**config.mk**
```make
export PLATFORM = sky130hd
export DESIGN_NAME = joystick_axis_conditioner
export DESIGN_NICKNAME = d
export VERILOG_FILES = /design/src/hw/rtl/jac_pkg.sv /design/src/hw/rtl/jac_ctrl.sv /design/src/hw/rtl/jac_dp.sv /design/src/hw/rtl/joystick_axis_conditioner.sv
export SDC_FILE = /design/constraint.sdc
export NUM_CORES = 1
export LEC_CHECK = 0
export BUFFER_PORTS_ARGS = -buffer_cell sky130_fd_sc_hd__buf_2
export CORE_MARGIN = 4
export CORE_UTILIZATION = 40
export DETAILED_ROUTE_END_ITERATION = 8
export GPL_TIMING_DRIVEN = 0
export SLEW_MARGIN = 10
export SYNTH_ARGS = -nofsm -noshare
export SYNTH_HDL_FRONTEND = slang
export SYNTH_SLANG_ARGS = --single-unit
```
**constraint.sdc**
```tcl
create_clock -name i_clk -period 9.8 [get_ports i_clk]
set_input_delay 0.49 -clock i_clk [delete_from_list [all_inputs] [get_ports i_clk]]
set_output_delay 0.49 -clock i_clk [all_outputs]
set_load 0.05 [all_outputs]
```
**src/hw/rtl/jac_pkg.sv**
```systemverilog
// Shared types and constants for the joystick axis conditioner.
// Used by jac_ctrl, jac_dp and the top level; depends on nothing else.
`default_nettype none

package jac_pkg;

    // Sample kinds on the input channel
    localparam logic [1:0] OP_AXIS      = 2'd0;
    localparam logic [1:0] OP_BUTTON    = 2'd1;
    localparam logic [1:0] OP_HAT       = 2'd2;
    localparam logic [1:0] OP_BEGIN_CAL = 2'd3;

    // Event kinds on the output channel
    localparam logic [1:0] EV_AXIS    = 2'd0;
    localparam logic [1:0] EV_PRESS   = 2'd1;
    localparam logic [1:0] EV_RELEASE = 2'd2;
    localparam logic [1:0] EV_HAT     = 2'd3;

    // Configuration register indexes
    localparam int          CFG_IW               = 3;
    localparam int          CFG_DW               = 8;
    localparam logic [2:0]  CFG_CALIBRATING      = 3'd0;
    localparam logic [2:0]  CFG_THROTTLE_AXIS    = 3'd1;
    localparam logic [2:0]  CFG_THROTTLE_LIMITED = 3'd2;
    localparam logic [2:0]  CFG_INVERT_MASK      = 3'd3;

    // Q1.14 limits and range presets
    localparam logic signed [15:0] AXIS_MAX   = 16'sd16384;
    localparam logic signed [15:0] AXIS_MIN   = -16'sd16384;
    localparam logic signed [15:0] CAL_LOW    = -16'sd10;
    localparam logic signed [15:0] CAL_HIGH   = 16'sd10;
    localparam logic signed [15:0] RESET_LOW  = 16'sh8000;
    localparam logic signed [15:0] RESET_HIGH = 16'sh7FFF;

    // Serial divider: one quotient bit per cycle
    localparam int DIV_STEPS = 16;
    localparam int DIV_CW    = $clog2(DIV_STEPS);

    typedef struct packed {
        logic capture;    // latch the accepted input word
        logic prep;       // widen range, form numerator and range
        logic setup;      // scale numerator, form divisor
        logic abs_start;  // take magnitude, load divider
        logic div_step;   // one restoring divide step
        logic post;       // sign, offset and clamp the quotient
        logic emit;       // update state and load the output word
    } t_cmd;

    typedef struct packed {
        logic axis_ok;    // held word is an axis sample of a present axis
        logic div_last;   // divider is on its final step
        logic out_busy;   // output word still waits to be taken
    } t_status;

endpackage

`default_nettype wire

```
**src/hw/rtl/jac_ctrl.sv**
```systemverilog
// Sequencer for the joystick axis conditioner: accepts a word, steps the
// datapath through its phases and waits for the output register. Uses jac_pkg.
`default_nettype none

module jac_ctrl (
    input  wire              i_clk,
    input  wire              i_rst_n,
    input  wire              i_in_valid,
    output logic             o_in_ready,
    input  jac_pkg::t_status i_status,
    output jac_pkg::t_cmd    o_cmd
);
    import jac_pkg::*;

    typedef enum logic [2:0] {
        S_IDLE,
        S_PREP,
        S_SETUP,
        S_ABS,
        S_DIV,
        S_POST,
        S_EMIT
    } t_state;

    t_state r_state;
    logic   r_ready;

    // Refuse words while reset is held
    assign o_in_ready = r_ready && i_rst_n;

    always_ff @(posedge i_clk) begin
        if (!i_rst_n) begin
            r_state <= S_IDLE;
            r_ready <= 1'b1;
        end else begin
            case (r_state)
                S_IDLE: begin
                    if (i_in_valid) begin
                        r_state <= S_PREP;
                        r_ready <= 1'b0;
                    end
                end
                S_PREP: begin
                    // Only axis samples need the divider
                    r_state <= i_status.axis_ok ? S_SETUP : S_EMIT;
                end
                S_SETUP: r_state <= S_ABS;
                S_ABS:   r_state <= S_DIV;
                S_DIV: begin
                    if (i_status.div_last) begin
                        r_state <= S_POST;
                    end
                end
                S_POST:  r_state <= S_EMIT;
                S_EMIT: begin
                    // Hold until the output register is free
                    if (!i_status.out_busy) begin
                        r_state <= S_IDLE;
                        r_ready <= 1'b1;
                    end
                end
                default: begin
                    r_state <= S_IDLE;
                    r_ready <= 1'b1;
                end
            endcase
        end
    end

    always_comb begin
        o_cmd           = '0;
        o_cmd.capture   = (r_state == S_IDLE) && i_in_valid;
        o_cmd.prep      = (r_state == S_PREP) && i_status.axis_ok;
        o_cmd.setup     = (r_state == S_SETUP);
        o_cmd.abs_start = (r_state == S_ABS);
        o_cmd.div_step  = (r_state == S_DIV);
        o_cmd.post      = (r_state == S_POST);
        o_cmd.emit      = (r_state == S_EMIT) && !i_status.out_busy;
    end

endmodule

`default_nettype wire

```
**src/hw/rtl/jac_dp.sv**
```systemverilog
// Datapath for the joystick axis conditioner: configuration, axis ranges,
// serial divider, button and hat state and the output register. Uses jac_pkg.
`default_nettype none

module jac_dp #(
    parameter int NUM_AXES    = 8,
    parameter int NUM_BUTTONS = 16
) (
    input  wire                          i_clk,
    input  wire                          i_rst_n,
    input  jac_pkg::t_cmd                i_cmd,
    output jac_pkg::t_status             o_status,
    input  wire                          i_cfg_we,
    input  wire [jac_pkg::CFG_IW-1:0]    i_cfg_index,
    input  wire [jac_pkg::CFG_DW-1:0]    i_cfg_data,
    input  wire [1:0]                    i_op,
    input  wire [3:0]                    i_index,
    input  wire signed [15:0]            i_raw_value,
    input  wire                          i_pressed,
    input  wire [3:0]                    i_hat_bits,
    output logic                         o_out_valid,
    input  wire                          i_out_ready,
    output logic [1:0]                   o_event_kind,
    output logic [3:0]                   o_index_res,
    output logic signed [15:0]           o_axis_value,
    output logic signed [1:0]            o_hat_x,
    output logic signed [1:0]            o_hat_y,
    output logic [15:0]                  o_button_mask
);
    import jac_pkg::*;

    localparam int AW = (NUM_AXES > 1) ? $clog2(NUM_AXES) : 1;
    localparam int BW = (NUM_BUTTONS > 1) ? $clog2(NUM_BUTTONS) : 1;

    // Configuration
    logic              r_calibrating;
    logic signed [3:0] r_thr_axis;
    logic              r_thr_limited;
    logic [7:0]        r_invert;

    // Held input word
    logic [1:0]         r_op;
    logic [3:0]         r_idx;
    logic signed [15:0] r_raw;
    logic               r_pressed;
    logic [3:0]         r_hat;

    // Per-axis state
    logic signed [15:0] r_low        [NUM_AXES];
    logic signed [15:0] r_high       [NUM_AXES];
    logic signed [15:0] r_last_value [NUM_AXES];
    logic [NUM_AXES-1:0] r_last_valid;

    logic [NUM_BUTTONS-1:0] r_held;
    logic signed [1:0]      r_hx;
    logic signed [1:0]      r_hy;

    // Arithmetic pipeline
    logic signed [16:0] r_num;
    logic signed [16:0] r_den;
    logic               r_thr;
    logic signed [33:0] r_nval;
    logic [16:0]        r_dd;
    logic               r_den_bad;
    logic               r_neg;
    logic               r_ovf;
    logic [16:0]        r_rem;
    logic [15:0]        r_quo;
    logic [DIV_CW-1:0]  r_cnt;
    logic signed [15:0] r_v;

    logic               r_out_valid;
    logic [1:0]         r_ev_kind;
    logic [3:0]         r_ev_idx;
    logic signed [15:0] r_ev_val;
    logic signed [1:0]  r_ev_hx;
    logic signed [1:0]  r_ev_hy;
    logic [15:0]        r_ev_mask;

    logic [AW-1:0] a_sel;
    logic [BW-1:0] b_sel;
    logic          axis_ok;
    logic          btn_ok;

    assign a_sel   = r_idx[AW-1:0];
    assign b_sel   = r_idx[BW-1:0];
    assign axis_ok = (r_op == OP_AXIS) && ({1'b0, r_idx} < 5'(NUM_AXES));
    assign btn_ok  = ({1'b0, r_idx} < 5'(NUM_BUTTONS));

    assign o_status.axis_ok  = axis_ok;
    assign o_status.div_last = (r_cnt == DIV_CW'(DIV_STEPS - 1));
    assign o_status.out_busy = r_out_valid && !i_out_ready;

    // ---------------- range update and numerator ----------------
    logic signed [15:0] cur_lo, cur_hi, new_lo, new_hi;
    logic signed [16:0] n_num, n_den;
    logic               is_inv, is_thr;

    always_comb begin
        cur_lo = r_low[a_sel];
        cur_hi = r_high[a_sel];
        new_lo = (r_calibrating && (r_raw < cur_lo)) ? r_raw : cur_lo;
        new_hi = (r_calibrating && (r_raw > cur_hi)) ? r_raw : cur_hi;
        is_inv = !r_idx[3] && r_invert[r_idx[2:0]];
        is_thr = !r_thr_axis[3] && !r_idx[3] && (r_thr_axis[2:0] == r_idx[2:0]);
        n_den  = {new_hi[15], new_hi} - {new_lo[15], new_lo};
        if (is_inv) begin
            n_num = {new_hi[15], new_hi} - {r_raw[15], r_raw};
        end else begin
            n_num = {r_raw[15], r_raw} - {new_lo[15], new_lo};
        end
    end

    // ---------------- scaling, magnitude, divide step ----------------
    logic signed [33:0] num_ext, n_nval;
    logic [33:0]        neg_nval;
    logic [32:0]        mag;
    logic [18:0]        trial;
    logic               take;

    always_comb begin
        num_ext  = 34'(r_num);
        // Throttle scales by half of a full-range axis
        n_nval   = (r_thr ? (num_ext <<< 15) : (num_ext <<< 16)) + 34'(r_den);
        neg_nval = -r_nval;
        mag      = r_nval[33] ? neg_nval[32:0] : r_nval[32:0];
        trial    = {1'b0, r_rem, r_quo[15]} - {2'b00, r_dd};
        take     = !trial[18];
    end

    // ---------------- sign, offset, clamp ----------------
    logic [15:0]        qa;
    logic signed [17:0] qpos, qneg, q, v18;
    logic signed [15:0] n_v;

    always_comb begin
        qa   = r_ovf ? 16'hFFFF : r_quo;
        qpos = {2'b00, qa};
        // Floor of a negative quotient rounds away from zero on a remainder
        qneg = -(qpos + 18'(|r_rem));
        q    = r_neg ? qneg : qpos;
        v18  = r_thr ? q : (q - 18'sd16384);
        if (r_thr && r_thr_limited && v18 < 0) begin
            v18 = '0;
        end
        if (v18 > 18'(AXIS_MAX)) begin
            n_v = AXIS_MAX;
        end else if (v18 < 18'(AXIS_MIN)) begin
            n_v = AXIS_MIN;
        end else begin
            n_v = v18[15:0];
        end
        if (r_den_bad) begin
            n_v = r_thr ? 16'sd0 : AXIS_MIN;
        end
    end

    // ---------------- event decision ----------------
    logic                   has_res;
    logic [1:0]             n_kind;
    logic [3:0]             n_idx;
    logic signed [15:0]     n_val;
    logic signed [1:0]      n_hx, n_hy;
    logic [NUM_BUTTONS-1:0] n_held;
    logic                   cur_btn;

    always_comb begin
        has_res = 1'b0;
        n_kind  = EV_AXIS;
        n_idx   = r_idx;
        n_val   = '0;
        n_held  = r_held;
        cur_btn = r_held[b_sel];
        n_hx    = r_hat[1] ? 2'sb01 : (r_hat[3] ? 2'sb11 : 2'sb00);
        n_hy    = r_hat[2] ? 2'sb11 : (r_hat[0] ? 2'sb01 : 2'sb00);
        case (r_op)
            OP_AXIS: begin
                if (axis_ok && !(r_last_valid[a_sel] && r_last_value[a_sel] == r_v)) begin
                    has_res = 1'b1;
                    n_val   = r_v;
                end
            end
            OP_BUTTON: begin
                if (btn_ok && (r_pressed != cur_btn)) begin
                    has_res       = 1'b1;
                    n_kind        = r_pressed ? EV_PRESS : EV_RELEASE;
                    n_held[b_sel] = r_pressed;
                end
            end
            OP_HAT: begin
                if (n_hx != r_hx || n_hy != r_hy) begin
                    has_res = 1'b1;
                    n_kind  = EV_HAT;
                    n_idx   = '0;
                end
            end
            default: ;
        endcase
    end

    // ---------------- configuration ----------------
    always_ff @(posedge i_clk) begin
        if (!i_rst_n) begin
            r_calibrating <= 1'b0;
            r_thr_axis    <= -4'sd1;
            r_thr_limited <= 1'b0;
            r_invert      <= '0;
        end else begin
            if (i_cfg_we) begin
                case (i_cfg_index)
                    CFG_CALIBRATING:      r_calibrating <= i_cfg_data[0];
                    CFG_THROTTLE_AXIS:    r_thr_axis    <= i_cfg_data[3:0];
                    CFG_THROTTLE_LIMITED: r_thr_limited <= i_cfg_data[0];
                    CFG_INVERT_MASK:      r_invert      <= i_cfg_data[7:0];
                    default: ;
                endcase
            end
            if (i_cmd.emit && r_op == OP_BEGIN_CAL) begin
                r_calibrating <= 1'b1;
            end
        end
    end

    // ---------------- persistent state ----------------
    always_ff @(posedge i_clk) begin
        if (!i_rst_n) begin
            for (int i = 0; i < NUM_AXES; i++) begin
                r_low[i]        <= RESET_LOW;
                r_high[i]       <= RESET_HIGH;
                r_last_value[i] <= '0;
            end
            r_last_valid <= '0;
            r_held       <= '0;
            r_hx         <= '0;
            r_hy         <= '0;
        end else begin
            if (i_cmd.prep) begin
                r_low[a_sel]  <= new_lo;
                r_high[a_sel] <= new_hi;
            end
            if (i_cmd.emit) begin
                if (r_op == OP_BEGIN_CAL) begin
                    for (int i = 0; i < NUM_AXES; i++) begin
                        r_low[i]  <= CAL_LOW;
                        r_high[i] <= CAL_HIGH;
                    end
                end
                if (has_res && r_op == OP_AXIS) begin
                    r_last_valid[a_sel] <= 1'b1;
                    r_last_value[a_sel] <= r_v;
                end
                r_held <= n_held;
                if (r_op == OP_HAT) begin
                    r_hx <= n_hx;
                    r_hy <= n_hy;
                end
            end
        end
    end

    // ---------------- input word and arithmetic pipeline ----------------
    always_ff @(posedge i_clk) begin
        if (i_cmd.capture) begin
            r_op      <= i_op;
            r_idx     <= i_index;
            r_raw     <= i_raw_value;
            r_pressed <= i_pressed;
            r_hat     <= i_hat_bits;
        end
        if (i_cmd.prep) begin
            r_num <= n_num;
            r_den <= n_den;
            r_thr <= is_thr;
        end
        if (i_cmd.setup) begin
            r_nval    <= n_nval;
            r_dd      <= {r_den[15:0], 1'b0};
            r_den_bad <= r_den[16] || (r_den == '0);
        end
        if (i_cmd.abs_start) begin
            r_neg <= r_nval[33];
            r_rem <= mag[32:16];
            r_quo <= mag[15:0];
            // Quotient beyond 16 bits saturates anyway
            r_ovf <= (mag[32:16] >= r_dd);
        end
        if (i_cmd.div_step) begin
            r_rem <= take ? trial[16:0] : {r_rem[15:0], r_quo[15]};
            r_quo <= {r_quo[14:0], take};
        end
        if (i_cmd.post) begin
            r_v <= n_v;
        end
    end

    always_ff @(posedge i_clk) begin
        if (!i_rst_n) begin
            r_cnt <= '0;
        end else if (i_cmd.abs_start) begin
            r_cnt <= '0;
        end else if (i_cmd.div_step) begin
            r_cnt <= r_cnt + 1'b1;
        end
    end

    // ---------------- output register ----------------
    always_ff @(posedge i_clk) begin
        if (!i_rst_n) begin
            r_out_valid <= 1'b0;
        end else if (i_cmd.emit && has_res) begin
            r_out_valid <= 1'b1;
        end else if (i_out_ready) begin
            r_out_valid <= 1'b0;
        end
    end

    always_ff @(posedge i_clk) begin
        if (i_cmd.emit && has_res) begin
            r_ev_kind <= n_kind;
            r_ev_idx  <= n_idx;
            r_ev_val  <= n_val;
            r_ev_hx   <= (r_op == OP_HAT) ? n_hx : 2'sb00;
            r_ev_hy   <= (r_op == OP_HAT) ? n_hy : 2'sb00;
            r_ev_mask <= 16'(n_held);
        end
    end

    assign o_out_valid   = r_out_valid;
    assign o_event_kind  = r_ev_kind;
    assign o_index_res   = r_ev_idx;
    assign o_axis_value  = r_ev_val;
    assign o_hat_x       = r_ev_hx;
    assign o_hat_y       = r_ev_hy;
    assign o_button_mask = r_ev_mask;

endmodule

`default_nettype wire

```
**src/hw/rtl/joystick_axis_conditioner.sv**
```systemverilog
// Top level of the joystick axis conditioner: joins the sequencer and the
// datapath. Uses jac_pkg, jac_ctrl and jac_dp.
`default_nettype none

// Conditions one joystick sample per input word. The word is latched at the
// edge that accepts it; an axis sample then steps through widening the
// calibration range, scaling, taking the magnitude, the one-bit-per-cycle
// restoring divider, sign/clamp and emit. Button, hat and begin-calibration
// words, and absent-axis samples, go from prep straight to emit. One word is in
// work at a time; o_in_ready rises again once the result is loaded into the
// output register, so the next word may be accepted while that result still
// waits for i_out_ready. The emit step holds while the output register still
// carries a word not yet taken, so a stalled receiver stalls the input.
// o_in_ready is low while reset is held. A word that produces no event
// (unchanged axis value, repeated button level, same hat direction, absent axis
// or button, begin calibration) gives no output word.
// Configuration registers: 0 calibrating, 1 throttle axis (signed, -1 none),
// 2 throttle limited, 3 invert mask; write them only while the block is idle.
module joystick_axis_conditioner #(
    parameter int NUM_AXES    = 8,
    parameter int NUM_BUTTONS = 16
) (
    input  wire                          i_clk,
    input  wire                          i_rst_n,
    input  wire                          i_cfg_we,
    input  wire [jac_pkg::CFG_IW-1:0]    i_cfg_index,
    input  wire [jac_pkg::CFG_DW-1:0]    i_cfg_data,
    input  wire                          i_in_valid,
    output logic                         o_in_ready,
    input  wire [1:0]                    i_op,
    input  wire [3:0]                    i_index,
    input  wire signed [15:0]            i_raw_value,
    input  wire                          i_pressed,
    input  wire [3:0]                    i_hat_bits,
    output logic                         o_out_valid,
    input  wire                          i_out_ready,
    output logic [1:0]                   o_event_kind,
    output logic [3:0]                   o_index_res,
    output logic signed [15:0]           o_axis_value,
    output logic signed [1:0]            o_hat_x,
    output logic signed [1:0]            o_hat_y,
    output logic [15:0]                  o_button_mask
);
    import jac_pkg::*;

    t_cmd    cmd;
    t_status status;

    jac_ctrl u_ctrl (
        .i_clk      (i_clk),
        .i_rst_n    (i_rst_n),
        .i_in_valid (i_in_valid),
        .o_in_ready (o_in_ready),
        .i_status   (status),
        .o_cmd      (cmd)
    );

    jac_dp #(
        .NUM_AXES    (NUM_AXES),
        .NUM_BUTTONS (NUM_BUTTONS)
    ) u_dp (
        .i_clk         (i_clk),
        .i_rst_n       (i_rst_n),
        .i_cmd         (cmd),
        .o_status      (status),
        .i_cfg_we      (i_cfg_we),
        .i_cfg_index   (i_cfg_index),
        .i_cfg_data    (i_cfg_data),
        .i_op          (i_op),
        .i_index       (i_index),
        .i_raw_value   (i_raw_value),
        .i_pressed     (i_pressed),
        .i_hat_bits    (i_hat_bits),
        .o_out_valid   (o_out_valid),
        .i_out_ready   (i_out_ready),
        .o_event_kind  (o_event_kind),
        .o_index_res   (o_index_res),
        .o_axis_value  (o_axis_value),
        .o_hat_x       (o_hat_x),
        .o_hat_y       (o_hat_y),
        .o_button_mask (o_button_mask)
    );

endmodule

`default_nettype wire

```
; Word-level counts from Yosys, hierarchy flattened
; Memories as Yosys holds them, arrays and structs flattened. A register that Yosys moved wholly into a read port is not among the register bits.
; Index checks and enable logic that the tools add are counted.
[op_classes]
magnitude_cmp = 11
add_sub_neg = 10
n_reduce_logical = 51
eq_ne = 21
muxes = 98
bitwise = 19
[ops]
columns = cell, n
row1 = $mux 16, 30
row2 = $mux 17, 4
row3 = $mux 18, 3
row4 = $sub 16x16->17, 3
row5 = $reduce_or 16->1, 3
row6 = $add 33x17->34, 1
row7 = $mux 33, 1
row8 = $neg 33->33, 1
row9 = $mux 32, 1
row10 = $mux 1, 31
row11 = $mux 3, 10
row12 = $pmux 3 s7, 1
row13 = $logic_and 1x1->1, 20
row14 = $sub 18x17->19, 1
row15 = $gt 18x16->1 const B, 1
row16 = $lt 18x1->1 const B, 1
row17 = $lt 18x15->1 const B, 1
row18 = $neg 18->18, 1
row19 = $sub 18x16->18 const B, 1
row20 = $add 16x1->17, 1
row21 = $ge 17x17->1, 1
row22 = $logic_not 17->1, 1
row23 = $reduce_or 17->1, 1
row24 = $bwmux 16, 1
row25 = other kinds (40), 90
[word_totals]
inputBits = 43
out_inout_bits = 44
memories = 3
register_bits = 257
word_cells = 247
mem_bits_rw = 384
[mem_list]
columns = memory, words, width, read_ports, rd_ports_with_merged_regs, wr, line_no
row1 = u_dp.r_high, 8, 16, 1, 1, 8, jac_dp.sv:50  ; logic signed [15:0] r_high [NUM_AXES];
row2 = u_dp.r_last_value, 8, 16, 1, 1, 8, jac_dp.sv:51  ; logic signed [15:0] r_last_value [NUM_AXES];
row3 = u_dp.r_low, 8, 16, 1, 1, 8, jac_dp.sv:49  ; logic signed [15:0] r_low [NUM_AXES];

; Longest topological paths before layout
; Gate-level depths: netlist of run 1.
[logic_depth]
depth_word = 14
mapped_depth = 31
mapped_depth_nobuf = 26

; Hierarchy
; A second synthesis of run 1 with hierarchy kept.
[unflattened]
cells_unflattened = 2800
area_unflattened_um2 = 33957.6
[by_module_without_submodules]
columns = mod, instances, seq_area_each_um2, area_per_inst_um2, cells_per_inst
row1 = jac_dp, 1, 18267.5, 33623.5, 2763
row2 = jac_ctrl, 1, 80.1, 334.1, 37

; Worst setup path after synthesis of run 1
; No wires, ideal clock.
[synth_timing]
kind = reg2reg
from = register (tool-made name)
to = register u_dp.r_num[16], data pin
synth_period_minus_slack_ns = 7.956
setup_slack_ns = 1.844
t_required_ns = 9.651
path_stages_with_launch = 31
path_buffers = 5
arrival_time_ns = 7.807
setup_time_ns = 0.149
path_cell_list = dfxtp_1 buf_2 buf_4 buf_6 buf_1 mux4_2 mux2_2 inv_1 ha_1 nor2b_1 o21a_1 o21a_1 o21ai_0 a21oi_1 o31a_1 or4_1 a21oi_1 buf_2 mux2i_1 inv_1 fa_1 a21o_1 a21oi_1 o21bai_1 a21o_1 a21oi_1 o21ai_0 o41ai_1 o21ai_0 a2111oi_0 a2bb2oi_1
[synth_lines]
columns = item, line_no
row1 = "end signal, assigned", jac_dp.sv:271  ; r_num <= n_num;
row2 = "end, declared", jac_dp.sv:59  ; logic signed [16:0] r_num;

==> impl_results.md, run 1 <==
- Initial Util: 40.4%
- Residual DRC: 0
- Post-synth EDFFs: 575
- Total GRT Usage: 20.7%
- Synth top area share: 50.2%
- Largest delay share family, worst path: compound AO/OA/AOI/OAI gates
- HP Start: i_raw_value[11]
- Pwr/cell area: 190 nW/um^2
- 1st-pass router iterations: 5
- Synth Instances: 2882
- Final Cycle Share: 95.0%
- Dpl cells: 4130
- Slew HR: 19.0%
- Routed WL per cell: 22.3 um
- CP max stage cell: mux2i_1
- R2R Path End: u_dp.r_num[16]
- Fin nets: 3249
- Worst hold endpoint: u_dp.r_raw[11]
- Setup CP Type: flip-flop to flip-flop
- Insertion delay to the later sink of the worst-skew pair: 0.63 ns
- Max-Cap Viols: 0
- Pre-CTS setup slack: -0.0913 ns
- Drt first-iter violations: 2184
- Area leader, netlist: edfxtp_1
- Startpoint Class: flip-flop
- Async SR Flop Fraction: 0%
- Top FF cell, synth: edfxtp_1
- Top cells by area, synth: edfxtp_1 50%, mux4_2 6.9%, ha_1 5.2%
- Synthesized cell area: 34400 um^2
- Worst-Margin Slew: 1.18 ns
- Gr ovfl total: 0
- Area of the die: 90700 um^2
- Critical path capture point type: flip-flop
- RePlAce Congestion: 0.863
- Max VDD drop: 148 uV
- DP HPWL: 69.0 mm
- FMAX: 0.107 GHz
- Area Growth Syn to Fin: 12.7%
- Layout cells sized above 1: 14.1%
- CTS tree: yes
- Final setup margin: 0.487 ns
- Syn Area/Cell: 11.9 um^2
- Port bufs: 86
- Post-synthesis sequential area ratio: 53.4%
- Critical path's largest stage delay: 0.89 ns
- Distinct cell type count after synthesis: 91
- Vias per cell: 5.66
- Vias: 24100
- Clock slew at reported path FFs: 0.06 ns
- H-tree levels: 3
- Die Y: 301 um
- R2R cell count: 30
- Longest Clk Path Bufs: 3
- WHS Path Cells: 1
- Worst hold path type: input port to flip-flop
- Crit path max fanout: 10
- Initial antenna violation count: 5
- Post-Route WL: 95.0 mm
- Crit path buffers/inverters: 6
- Status: complete, no violations
- R2R setup slack: 0.49 ns
- Synth Register Bits: 629
- Finished Layout Cells: 4253
- Post-layout minimum cycle time: 9.31 ns
- Final Hold Fails: 0
- RSZ-0062 raised after global routing: no
- Setup violations, final: 0
- Layout Skew: 0.0285 ns
- Rows: 107
- Core Region: 85100 um^2
- Num ports: 87
- Most Frequent Cell on Critical Path: a21o_1
- Req. time, crit path: 10.14 ns
- Util after Layout: 45.5%
- First-pass GRT wire length: 144 mm
- Clock Sinks: 629
- Clock buffer count from CTS: 70
- Slew Limit Fails: 0
- Vias in the first global route: 23600
- Post-route ant nets: 0
- Arrival time at the worst endpoint: 9.65 ns
- Clock root buffer: clkbuf_16
- Largest net degree at the start of global routing: 34
- Setup_tns: 0 ns
- Die width: 301 um
- Post-Syn Nets: 3073
- Yosys warns: 0
- Leak Pwr: 0.0137 uW
## routing by layer
metal / vias to the layer above / track usage (%) / share of wire [%]
met4: 6 / 6.26 / 3.0
li1: 11200 / - / -
met3: 171 / 3.52 / 6.4
met1: 11900 / 28.7 / 43
met2: 804 / 33.4 / 47
met5: - / 0 / 0.032
## registers in the layout, summed over array words and instances (netlist names), 3 cells and up, named ones only
signal	cells
u_dp.r_thr_axis	4
u_dp.r_low	128
u_dp.r_last_value	128
u_dp.r_invert	8
u_dp.o_button_mask	16
u_dp.r_held	16
u_dp.o_axis_value	16
u_dp.r_quo	16
u_dp.r_nval	34
u_dp.r_num	17
u_ctrl.r_state	3
u_dp.r_high	128
u_dp.r_raw	16
u_dp.r_hat	4
u_dp.o_index_res	4
u_dp.r_cnt	4
u_dp.r_rem	17
u_dp.r_last_valid	8
u_dp.r_den	17
u_dp.b_sel	4
u_dp.r_v	16
## cell families after synthesis
kind of cell	share of synthesized area, %
xor+xnor	2.88
simple gates	12.5
compound gates	10.9
mux	11.4
buf+inv	3.37
flops	53.4
fa+ha+maj	5.50
## worst max-delay path by stage
stage | depth (start not counted) | endpoint | start
final | 30 | u_dp.r_num[16] | flip-flop
after global routing | 28 | u_dp.r_den[15] | flip-flop
after CTS | 30 | u_dp.r_num[16] | flip-flop
after detailed placement | 29 | u_dp.r_num[16] | flip-flop
after global placement | 29 | u_dp.r_num[16] | flip-flop
after floorplan | 30 | u_dp.r_num[16] | flip-flop
## cell usage in the layout, fill, tap and decap left out, types with 54 or more instances in the layout
cell	netlist	final
clkbuf_16	0	70
nor2_1	179	177
nand2_1	198	189
clkbuf_1	119	137
buf_2	19	106
mux2i_1	88	87
dfxtp_1	54	54
edfxtp_1	575	575
and2_1	100	100
o21ai_0	229	229
a21oi_1	173	172
xnor2_1	79	79
and3_1	81	81
ha_1	143	143
mux4_2	105	105
inv_1	117	117
## timing repair
action / in CTS / in global routing
endpoints found under the setup margin: 2 / 6
hold buffers: 0 / 0
buffers inserted: 0 / 0
gates resized for setup: 2 / 10
gates cloned: 0 / 0
## synthesized netlist by cell type (all sizes together) (5+ instances only)
cell type	number
mux4	105
dfxtp	54
a2111oi	5
nor2	179
o31ai	18
nor4b	6
and3	83
inv	118
clkbuf	119
fa	5
a21oi	174
xor2	34
or2	8
o41ai	15
nand2	198
edfxtp	575
ha	143
a31oi	10
a31o	6
nand4	25
a21boi	15
or4	11
mux2i	89
o21a	20
and2	100
nand2b	30
nor2b	25
nand3	45
o211ai	15
a211oi	14
o31a	8
xnor2	79
a21o	29
nor3	47
o21ai	233
buf	55
mux2	60
or3	22
nor4	34
and4	7
## power by group
part / internal [uW] / switching, uW / total, uW
clock network: 1420 / 1090 / 2520
logic: 641 / 1030 / 1670
registers: 3090 / 73.7 / 3160
total: 5150 / 2200 / 7350
## cell type report
type | count | area, um^2
repair buffers | 104 | 711
clock inverters | 32 | 305
flip-flops and latches | 629 | 18300
multi-input cells | 1961 | 14900
clock buffers | 90 | 1850
fillers | 7899 | 46400
inverters | 118 | 443
well taps | 1144 | 1430
diodes | 1 | 2.50
plain buffers | 174 | 727
## worst reg2reg max path: cells and delay by family (launching register included)
kind	cells	cell delay (ns)
multiplexers	3	1.76
AND/OR/NAND/NOR	2	0.27
adder cells (fa/ha/maj)	3	1.05
buffers and inverters	6	2.38
AO/OA/AOI/OAI	16	3.25
flip-flops	1	0.31
## per-stage QoR
| step | total power, uW | area (um^2) | hold slack, ns |
|---|---|---|---|
| after floorplan | 4370 | 34400 | 0.420 |
| after global placement | 4850 | 36200 | 0.429 |
| after detailed placement | 4870 | 36600 | 0.436 |
| after CTS | 7380 | 38700 | 0.0222 |
| after global routing | 7670 | 38700 | 0.0288 |
| final | 7350 | 38700 | 0.0529 |
Power figures use the tool's default switching activity.
==> run 2: changes to the inputs <==
--- a/config.mk
+++ b/config.mk
@@ -10,6 +10,7 @@
 export CORE_UTILIZATION = 40
 export DETAILED_ROUTE_END_ITERATION = 8
 export GPL_TIMING_DRIVEN = 0
+export PLACE_DENSITY = 0.53
 export SLEW_MARGIN = 10
 export SYNTH_ARGS = -nofsm -noshare
 export SYNTH_HDL_FRONTEND = slang
==> impl_results.md, run 2 (synthesized netlist as in run 1, its figures left out) <==
- Final Cycle Share: 95.0% (about the same)
- Core Region: 85100 um^2 (unchanged)
- Post-Route WL: 102 mm (+7.1%)
- Layout cells sized above 1: 14.9% (+0.78 points)
- Slew HR: 15.7% (-3.3 points)
- Vias: 24400 (+1.5%)
- Insertion delay to the later sink of the worst-skew pair: 0.66 ns (+0.03 ns)
- R2R cell count: 30 (unchanged)
- Status: complete, no violations
- Area of the die: 90700 um^2 (unchanged)
- H-tree levels: 3 (unchanged)
- Final Hold Fails: 0 (unchanged)
- Critical path capture point type: flip-flop
- Routed WL per cell: 23.9 um (+6.8%)
- DP HPWL: 75.2 mm (+8.9%)
- Finished Layout Cells: 4265 (+0.28%)
- Post-layout minimum cycle time: 9.31 ns (+0.000260 ns)
- Top Registers: u_dp.r_high (128), u_dp.r_last_value (128), u_dp.r_low (128)
- Req. time, crit path: 10.18 ns (+0.04 ns)
- 1st-pass router iterations: 7 (+2)
- Setup CP Type: flip-flop to flip-flop
- Worst hold path type: input port to flip-flop
- Worst-Margin Slew: 1.23 ns (+0.0487 ns)
- CP max stage cell: o41ai_1
- CTS tree: yes
- Max-Cap Viols: 0 (unchanged)
- Area Growth Syn to Fin: 13.9%
- Crit path buffers/inverters: 7 (+1)
- Util after Layout: 46.0% (+0.49 points)
- Clock buffer count from CTS: 73 (+4.3%)
- Die width: 301 um (unchanged)
- Setup violations, final: 0 (unchanged)
- Pwr/cell area: 197 nW/um^2 (+3.9%)
- Vias per cell: 5.73 (+1.2%)
- Arrival time at the worst endpoint: 9.69 ns (+0.04 ns)
- Largest net degree at the start of global routing: 36 (+5.9%)
- WHS Path Cells: 1 (unchanged)
- Leak Pwr: 0.0139 uW (+1.6%)
- Crit. path cell count: 30 (unchanged)
- Startpoint Class: flip-flop
- Largest delay share family, worst path: compound AO/OA/AOI/OAI gates
- Vias in the first global route: 24500 (+3.9%)
- Rows: 107 (unchanged)
- Max VDD drop: 145 uV (-2.3%)
- Fin nets: 3252 (+0.092%)
- Die Y: 301 um (unchanged)
- Gr ovfl total: 0 (unchanged)
- Initial Util: 40.4% (unchanged)
- Port bufs: 86 (unchanged)
- Total GRT Usage: 22.1% (+1.5 points)
- Longest Clk Path Bufs: 3 (unchanged)
- RePlAce Congestion: 0.887 (+2.8%)
- Most frequent cells in the layout: 575 x edfxtp_1, 229 x o21ai_0, 189 x nand2_1, 177 x nor2_1, 172 x a21oi_1
- Slew Limit Fails: 0 (unchanged)
- Clock root buffer: clkbuf_16
- Post-route ant nets: 0 (unchanged)
- Num ports: 87 (unchanged)
- Layout Skew: 0.0467 ns (+0.0182 ns)
- Commonest non-fill, non-tap cell in the layout: edfxtp_1
- Hold_buf cts: 0 (unchanged)
- First-pass GRT wire length: 152 mm (+5.8%)
- Dpl cells: 4130 (unchanged)
- Critical path's largest stage delay: 0.64 ns (-0.25 ns)
- Hold Slack: 0.0322 ns (-0.0207 ns)
- Residual DRC: 0 (unchanged)
- Crit path max fanout: 10 (unchanged)
- Drt first-iter violations: 1888 (-14%)
- FMAX: 0.107 GHz (about the same)
- Clock Sinks: 629 (unchanged)
- RSZ-0062 raised after global routing: no
- Clock slew at reported path FFs: 0.06 ns (about the same)
- Initial antenna violation count: 3 (-2)
==> run 2: final timing paths <==
| kind | slack [ns] | endpoint | start |
|---|---|---|---|
| setup / recovery | 0.49 | u_dp.r_den[14] | flip-flop |
| hold / removal | 0.03 | u_dp.r_hat[0] | i_hat_bits[0] |
| setup reg to reg | 0.49 | u_dp.r_den[14] | flip-flop |
| hold reg to reg | 0.45 | u_dp.r_last_valid[1] | u_dp.r_last_valid[1] |
==> run 2: layout make-up <==
type	instances	area, um^2
diodes	2	5.00
plain buffers	174	739
clock buffers	94	1950
clock inverters	39	569
fillers	7885	46000
inverters	118	443
multi-input cells	1961	14900
flip-flops and latches	629	18300
well taps	1144	1430
repair buffers	104	721
==> run 2: metrics by stage <==
step	setup slack, ns	area (um^2)	total power, uW	setup TNS (ns)
after floorplan	1.84	34400	4370	0
after global placement	-0.199	36200	4870	-0.335
after detailed placement	-0.416	36600	4910	-0.793
after CTS	0.0910	39100	7750	0
after global routing	0.0927	39100	8040	0
final	0.486	39200	7720	0
==> run 2: worst reg2reg max path: cells and delay by family (launching register included) <==
family / cells / cell delay [ns]
muxes: 3 / 1.16
buffers and inverters: 7 / 2.40
adders and majority gates: 2 / 0.77
and+or+nand+nor: 3 / 0.62
DFF: 1 / 0.30
AOI/OAI and AO/OA: 15 / 3.83
==> run 2: power by group <==
group | leakage (uW) | switching (uW) | total (uW) | internal (uW)
combinational | 0.00693 | 1070 | 1710 | 647
clock | 0.00122 | 1150 | 2840 | 1690
sequential | 0.00574 | 76.1 | 3160 | 3090
total | 0.0139 | 2290 | 7720 | 5430
==> run 2: timing repair <==
item / 4_1_cts / 5_1_grt
buffers inserted: 0 / 0
gates resized for setup: 3 / 25
cloned: 0 / 0
endpoints found under the setup margin: 5 / 8
==> run 2: routing by layer <==
metal / part of all wire (%) / track usage [%] / vias to the layer above / wire, um
li1: - / - / 11300 / -
met1: 42 / 29.5 / 12200 / 43200
met2: 48 / 37.0 / 790 / 49300
met3: 5.5 / 3.25 / 185 / 5570
met4: 3.6 / 7.97 / 2 / 3630
met5: 0.016 / 0 / - / 16
